## src/damped_spring_force_core_assert.svh

```systemverilog
`ifndef DAMPED_SPRING_FORCE_CORE_ASSERT_SVH
`define DAMPED_SPRING_FORCE_CORE_ASSERT_SVH

// same-cycle implication
`define DSF_ASSERT_NOW(label, clk, rstn, ante, cons, msg) \
    label: assert property (@(posedge clk) disable iff (!rstn) (ante) |-> (cons)) \
        else $error(msg);

// next-cycle implication
`define DSF_ASSERT_NEXT(label, clk, rstn, ante, cons, msg) \
    label: assert property (@(posedge clk) disable iff (!rstn) (ante) |=> (cons)) \
        else $error(msg);

`endif

```

## src/dsf_pkg.sv

```systemverilog
package dsf_pkg;

    localparam int DATA_WIDTH      = 32;
    localparam int FRAC_BITS_DEF   = 16;
    localparam int CFG_INDEX_WIDTH = 1;

    localparam logic [CFG_INDEX_WIDTH-1:0] REG_STIFFNESS = 1'd0;
    localparam logic [CFG_INDEX_WIDTH-1:0] REG_DAMPING   = 1'd1;

    typedef struct packed {
        logic signed [DATA_WIDTH-1:0] offset_x;
        logic signed [DATA_WIDTH-1:0] offset_y;
        logic signed [DATA_WIDTH-1:0] offset_z;
        logic signed [DATA_WIDTH-1:0] rel_vel_x;
        logic signed [DATA_WIDTH-1:0] rel_vel_y;
        logic signed [DATA_WIDTH-1:0] rel_vel_z;
        logic        [DATA_WIDTH-1:0] rest_length;
    } spring_in_t;

    typedef struct packed {
        logic signed [DATA_WIDTH-1:0] force_x;
        logic signed [DATA_WIDTH-1:0] force_y;
        logic signed [DATA_WIDTH-1:0] force_z;
        logic                         zero_length;
        logic                         saturated;
    } spring_out_t;

    function automatic logic [DATA_WIDTH-1:0] magnitude(input logic [DATA_WIDTH-1:0] raw);
        return raw[DATA_WIDTH-1] ? (~raw + DATA_WIDTH'(1)) : raw;
    endfunction

endpackage

```

## src/dsf_sqrt.sv

```systemverilog
module dsf_sqrt #(
    parameter int TAG_WIDTH = 1
) (
    input  logic                              aclk,
    input  logic                              aresetn,
    input  logic                              en,
    input  logic                              in_valid,
    input  logic [2*dsf_pkg::DATA_WIDTH-1:0]  in_radicand,
    input  logic [TAG_WIDTH-1:0]              in_tag,
    output logic                              out_valid,
    output logic [dsf_pkg::DATA_WIDTH-1:0]    out_root,
    output logic [TAG_WIDTH-1:0]              out_tag
);
    localparam int W = dsf_pkg::DATA_WIDTH;

    logic                 valid_reg [0:W];
    logic [2*W-1:0]       rad_reg   [0:W];
    logic [W+1:0]         rem_reg   [0:W];
    logic [W-1:0]         root_reg  [0:W];
    logic [TAG_WIDTH-1:0] tag_reg   [0:W];

    assign valid_reg[0] = in_valid;
    assign rad_reg[0]   = in_radicand;
    assign rem_reg[0]   = '0;
    assign root_reg[0]  = '0;
    assign tag_reg[0]   = in_tag;

    for (genvar k = 1; k <= W; k++) begin : g_step
        logic [W+1:0] rem_sh;
        logic [W+1:0] trial;
        logic         fits;

        assign rem_sh = {rem_reg[k-1][W-1:0], rad_reg[k-1][2*W-1 -: 2]};
        assign trial  = {root_reg[k-1], 2'b01};
        assign fits   = (rem_sh >= trial);

        always_ff @(posedge aclk) begin
            if (!aresetn) begin
                valid_reg[k] <= 1'b0;
            end else if (en) begin
                valid_reg[k] <= valid_reg[k-1];
            end
        end

        always_ff @(posedge aclk) begin
            if (en) begin
                rad_reg[k]  <= rad_reg[k-1] << 2;
                rem_reg[k]  <= fits ? (rem_sh - trial) : rem_sh;
                root_reg[k] <= {root_reg[k-1][W-2:0], fits};
                tag_reg[k]  <= tag_reg[k-1];
            end
        end
    end

    assign out_valid = valid_reg[W];
    assign out_root  = root_reg[W];
    assign out_tag   = tag_reg[W];

endmodule

```

## config.mk

```make
export PLATFORM = sky130hd
export DESIGN_NAME = dsf_sqrt
export DESIGN_NICKNAME = d
export VERILOG_FILES = /design/src/damped_spring_force_core_assert.svh /design/src/dsf_pkg.sv /design/src/dsf_sqrt.sv
export SDC_FILE = /design/constraint.sdc
export NUM_CORES = 2
export LEC_CHECK = 0
export BUFFER_PORTS_ARGS = -buffer_cell sky130_fd_sc_hd__buf_4
export CAP_MARGIN = 25
export CORE_ASPECT_RATIO = 0.5
export CORE_MARGIN = 2
export CORE_UTILIZATION = 29
export CTS_CLUSTER_SIZE = 28
export DETAILED_ROUTE_END_ITERATION = 12
export PLACE_DENSITY_LB_ADDON = 0.05
export SLEW_MARGIN = 20
export SYNTH_ARGS = -nofsm -noshare
export SYNTH_HDL_FRONTEND = slang
export SYNTH_SLANG_ARGS = --single-unit
export TNS_END_PERCENT = 1
```

## constraint.sdc

```tcl
create_clock -name aclk -period 5.3 [get_ports aclk]
set_clock_uncertainty 0.1 [all_clocks]
set_input_delay 0.265 -clock aclk [delete_from_list [all_inputs] [get_ports aclk]]
set_output_delay 0.265 -clock aclk [all_outputs]
set_load 0.01 [all_outputs]
```

==> insert_results.sql <==
INSERT INTO impl_metrics (metric_group, metric, value, unit) VALUES
('run_status', 'status', 'completed', ''),
('die', 'std_cell_rows', '164', ''),
('synthesis', 'syn_area_per_cell', '13.0', 'um2'),
('synthesis', 'synth.area.top_cells', 'sky130_fd_sc_hd__edfxtp_1, sky130_fd_sc_hd__ha_1, sky130_fd_sc_hd__xnor2_1, sky130_fd_sc_hd__xor2_1, sky130_fd_sc_hd__a21oi_1', ''),
('synthesis', 'syn_area', '0.117', 'mm2'),
('die', 'floorplan.core_area', '0.400', 'mm2'),
('global_routing', 'use_met1', '0.147', ''),
('worst_setup_path', 'rrSetupSlack', '0.71', 'ns'),
('final_layout', 'layout-area-overhead-vs-synth', '15.1', '%'),
('synthesis', 'synth_top_cell_area_share', '0.642', ''),
('synthesis', 'ys_warn_count', '0', ''),
('route', 'drt_iter0_drc', '3823', ''),
('global_routing', 'globalRouteTotalUtil', '0.124', ''),
('worst_setup_path', 'slowest_stage_cell_on_the_critical_path', 'sky130_fd_sc_hd__o21ai_0', ''),
('timing', 'timing.max_slew.rel_slack', '0.292', ''),
('global_routing', 'first_global_vias', '70800', ''),
('synthesis', 'syn_inst', '8989', ''),
('timing', 'setup_viol', '0', ''),
('global_routing', 'antenna_found_initial', '3', ''),
('timing', 'final_max_tran_viols', '0', ''),
('synthesis', 'fraction_of_synthesis_flops_using_an_asynchronous_set_or_reset_pin', '0', ''),
('global_routing', 'largest_net_degree_at_the_start_of_global_routing', '153', ''),
('timing', 'timing.final.hold_violations', '0', ''),
('clock_network', 'clock_latency', '0.90', 'ns'),
('route', 'drt-vias-per-instance', '4.53', ''),
('worst_setup_path', 'required', '5.80', 'ns'),
('clock_network', 'cts.repair_timing.setup_buffer_count', '0', ''),
('synthesis', 'synth-edff-count', '2498', ''),
('route', 'drt_pass1_iterations', '5', ''),
('die', 'die_h', '453', 'um'),
('global_routing', 'globalRouteOverflowTotal', '0', ''),
('global_routing', 'grt_first_pass_wirelength', '406000', 'um'),
('final_layout', 'largest_register_ffs', '1008', ''),
('clock_network', 'root_buffer', 'sky130_fd_sc_hd__clkbuf_16', ''),
('die', 'die-width', '902', 'um'),
('place', 'place_ws', '0.886', 'ns'),
('worst_setup_path', 'critPathCaptureType', 'register', ''),
('clock_network', 'h-tree-depth', '5', ''),
('worst_setup_path', 'worst_path_most_repeated_cell', 'sky130_fd_sc_hd__a21oi_1', ''),
('synthesis', 'ys.flop_type', 'sky130_fd_sc_hd__edfxtp_1', ''),
('final_layout', 'post_route_cells_drive_above_1_share', '0.0800', ''),
('clock_network', 'clk_transition_reported_paths', '0.06', 'ns'),
('timing', 'rsz0062_at_grt', 'no', ''),
('clock_network', 'ctsLongestPathBuffers', '4', ''),
('hold_path', 'min_path_type', 'in -> reg', ''),
('timing', 'post_route_setup_slack', '0.714', 'ns'),
('synthesis', 'synth_cell_type_count', '87', ''),
('clock_network', 'cts_tree', 'built', ''),
('power', 'power_leakage', '50.5', 'nW'),
('timing', 'tightestPinTransition', '1.03', 'ns'),
('clock_network', 'tritoncts.num_buffers', '273', ''),
('worst_setup_path', 'depth_of_the_worst_register_to_register_path', '11', ''),
('route', 'routed_wirelength', '259000', 'um'),
('timing', 'fmaxAchievable', '0.218', 'GHz'),
('power', 'ir_drop', '254', 'uV'),
('route', 'wl_per_cell', '17.4', 'um'),
('worst_setup_path', 'critPathLaunch', 'g_step[31].rem_sh[5]', ''),
('timing', 'tns', '0', 'ns'),
('clock_network', 'cts.sink_count', '2530', ''),
('hold_path', 'worstHoldEndpoint', 'rad_reg[2028]', ''),
('route', 'dr_total_vias', '67600', ''),
('die', 'floorplan.initialDensity', '0.292', ''),
('worst_setup_path', 'critical_path.reg2reg.endpoint', 'g_step[32].rem_sh[10]', ''),
('final_layout', 'final_net_count', '10000', ''),
('synthesis', 'synth.net_count', '9619', ''),
('worst_setup_path', 'critical_path_class', 'reg -> reg', ''),
('place', 'gpl.final_weighted_congestion', '0.839', ''),
('die', 'io_pins', '103', ''),
('hold_path', 'min_from', 'in_radicand[42]', ''),
('global_routing', 'use_met3', '0.0196', ''),
('global_routing', 'groute.layer.met2.usage', '0.224', '');
through the flow:
stage,util,cell area (um2),total power [mW],instances,hold WS [ns]
2_1_floorplan,-,117000,35.8,8989,0.264
3_3_place_gp,0.312,125000,40.1,14300,0.300
3_5_place_dp,0.312,125000,40.0,14300,0.305
4_1_cts,0.336,134000,59.4,14900,0.00343
5_1_grt,0.336,134000,61.8,14900,0.00705
6_report,0.336,134000,58.3,14900,0.0832
worst max path at each step:
stage                                  endpoint  slack [ns]  cells after the start
after floorplan           g_step[17].rem_sh[15]        1.64                      9
after global placement     g_step[32].rem_sh[7]        0.94                     11
after detailed placement   g_step[32].rem_sh[7]        0.89                     11
after CTS                 g_step[32].rem_sh[10]        0.87                     11
after global routing      g_step[32].rem_sh[16]        0.60                     11
final                     g_step[32].rem_sh[10]        0.71                     11
placed cells by master, fill, tap and decap left out, types with 150 or more instances in the layout:
cell type and count:
sky130_fd_sc_hd__xor2_1 362, sky130_fd_sc_hd__xnor2_1 422, sky130_fd_sc_hd__edfxtp_1 2498, sky130_fd_sc_hd__nand3_1 150, sky130_fd_sc_hd__o21ai_0 436, sky130_fd_sc_hd__inv_1 706
sky130_fd_sc_hd__a21oi_1 575, sky130_fd_sc_hd__a21o_1 246, sky130_fd_sc_hd__clkbuf_16 280, sky130_fd_sc_hd__nor3_1 221, sky130_fd_sc_hd__nor2_1 540, sky130_fd_sc_hd__ha_1 561
sky130_fd_sc_hd__buf_4 199, sky130_fd_sc_hd__nand2_1 592
area by class of cell:
cell class	instances	area [um2]
clock buffers	329	7190
well taps	5312	6650
clock inverters	135	1200
repair buffers	351	3220
diodes	2	5.00
fillers	39200	266000
flip-flops and latches	2530	75700
multi-input cells	5549	37800
inverters	711	2670
synth_stat cells, types with 9 or more instances:
cell type	count
sky130_fd_sc_hd__edfxtp_1	2498
sky130_fd_sc_hd__o211ai_1	25
sky130_fd_sc_hd__buf_1	14
sky130_fd_sc_hd__nor2_1	541
sky130_fd_sc_hd__dfxtp_1	32
sky130_fd_sc_hd__xor2_1	362
sky130_fd_sc_hd__a311oi_1	12
sky130_fd_sc_hd__and2_1	39
sky130_fd_sc_hd__clkbuf_1	180
sky130_fd_sc_hd__a31oi_1	40
sky130_fd_sc_hd__mux2i_1	44
sky130_fd_sc_hd__or3_1	90
sky130_fd_sc_hd__o21ai_0	436
sky130_fd_sc_hd__o2111ai_1	13
sky130_fd_sc_hd__or2_2	40
sky130_fd_sc_hd__o21bai_1	41
sky130_fd_sc_hd__o21a_1	116
sky130_fd_sc_hd__o41ai_1	11
sky130_fd_sc_hd__nor2b_1	109
sky130_fd_sc_hd__or4_1	40
sky130_fd_sc_hd__a21o_1	246
sky130_fd_sc_hd__nand2_1	592
sky130_fd_sc_hd__mux2_2	99
sky130_fd_sc_hd__o31a_1	9
sky130_fd_sc_hd__inv_1	706
sky130_fd_sc_hd__a21oi_1	575
sky130_fd_sc_hd__nand3b_1	34
sky130_fd_sc_hd__a2111oi_0	12
sky130_fd_sc_hd__nand2b_1	96
sky130_fd_sc_hd__a211oi_1	39
sky130_fd_sc_hd__a21boi_0	38
sky130_fd_sc_hd__a211o_1	14
sky130_fd_sc_hd__xnor2_1	422
sky130_fd_sc_hd__ha_1	561
sky130_fd_sc_hd__nor4_1	113
sky130_fd_sc_hd__nand3_1	150
sky130_fd_sc_hd__o31ai_1	63
sky130_fd_sc_hd__nand4b_1	19
sky130_fd_sc_hd__nor3_1	222
sky130_fd_sc_hd__and3_1	56
sky130_fd_sc_hd__nand4_1	95
worst max-delay path: cells and delay by family (launching register included):
family | cells | cell delay (ns)
AO/OA/AOI/OAI | 7 | 2.43
adder cells (fa/ha/maj) | 1 | 0.35
buffers and inverters | 1 | 0.45
flip-flops | 1 | 0.40
multiplexers | 1 | 0.40
AND/OR/NAND/NOR | 1 | 0.14
routing by layer:
layer	part of all wire	vias to the layer above
met5	0	-
met4	0.046	0
met3	0.031	555
met2	0.50	871
met1	0.43	32200
li1	-	34000
cells by family (layout without fill, tap and decap cells):
logic type	Yosys count	after routing	synth area share
AO/OA/AOI/OAI	1779	1779	0.0944
XOR/XNOR	784	784	0.0588
adder cells (fa/ha/maj)	561	561	0.0601
buffers and inverters	910	1526	0.0294
flip-flops	2530	2530	0.648
multiplexers	144	144	0.0134
other	1	3	0.0000321
AND/OR/NAND/NOR	2280	2280	0.0963
what timing repair did:
action | in CTS | in global routing
resized for setup | 0 | 0
hold endpoints to repair | 211 | 0
hold buffers | 132 | 0
power breakdown:
group          internal, mW  total [mW]  switching [mW]  leakage, nW
sequential             25.3        27.0            1.63         24.3
clock                  10.6        18.7            8.15         4.10
combinational          5.39        12.6            7.20         22.1
No activity file was read; power rests on OpenSTA's default activity.
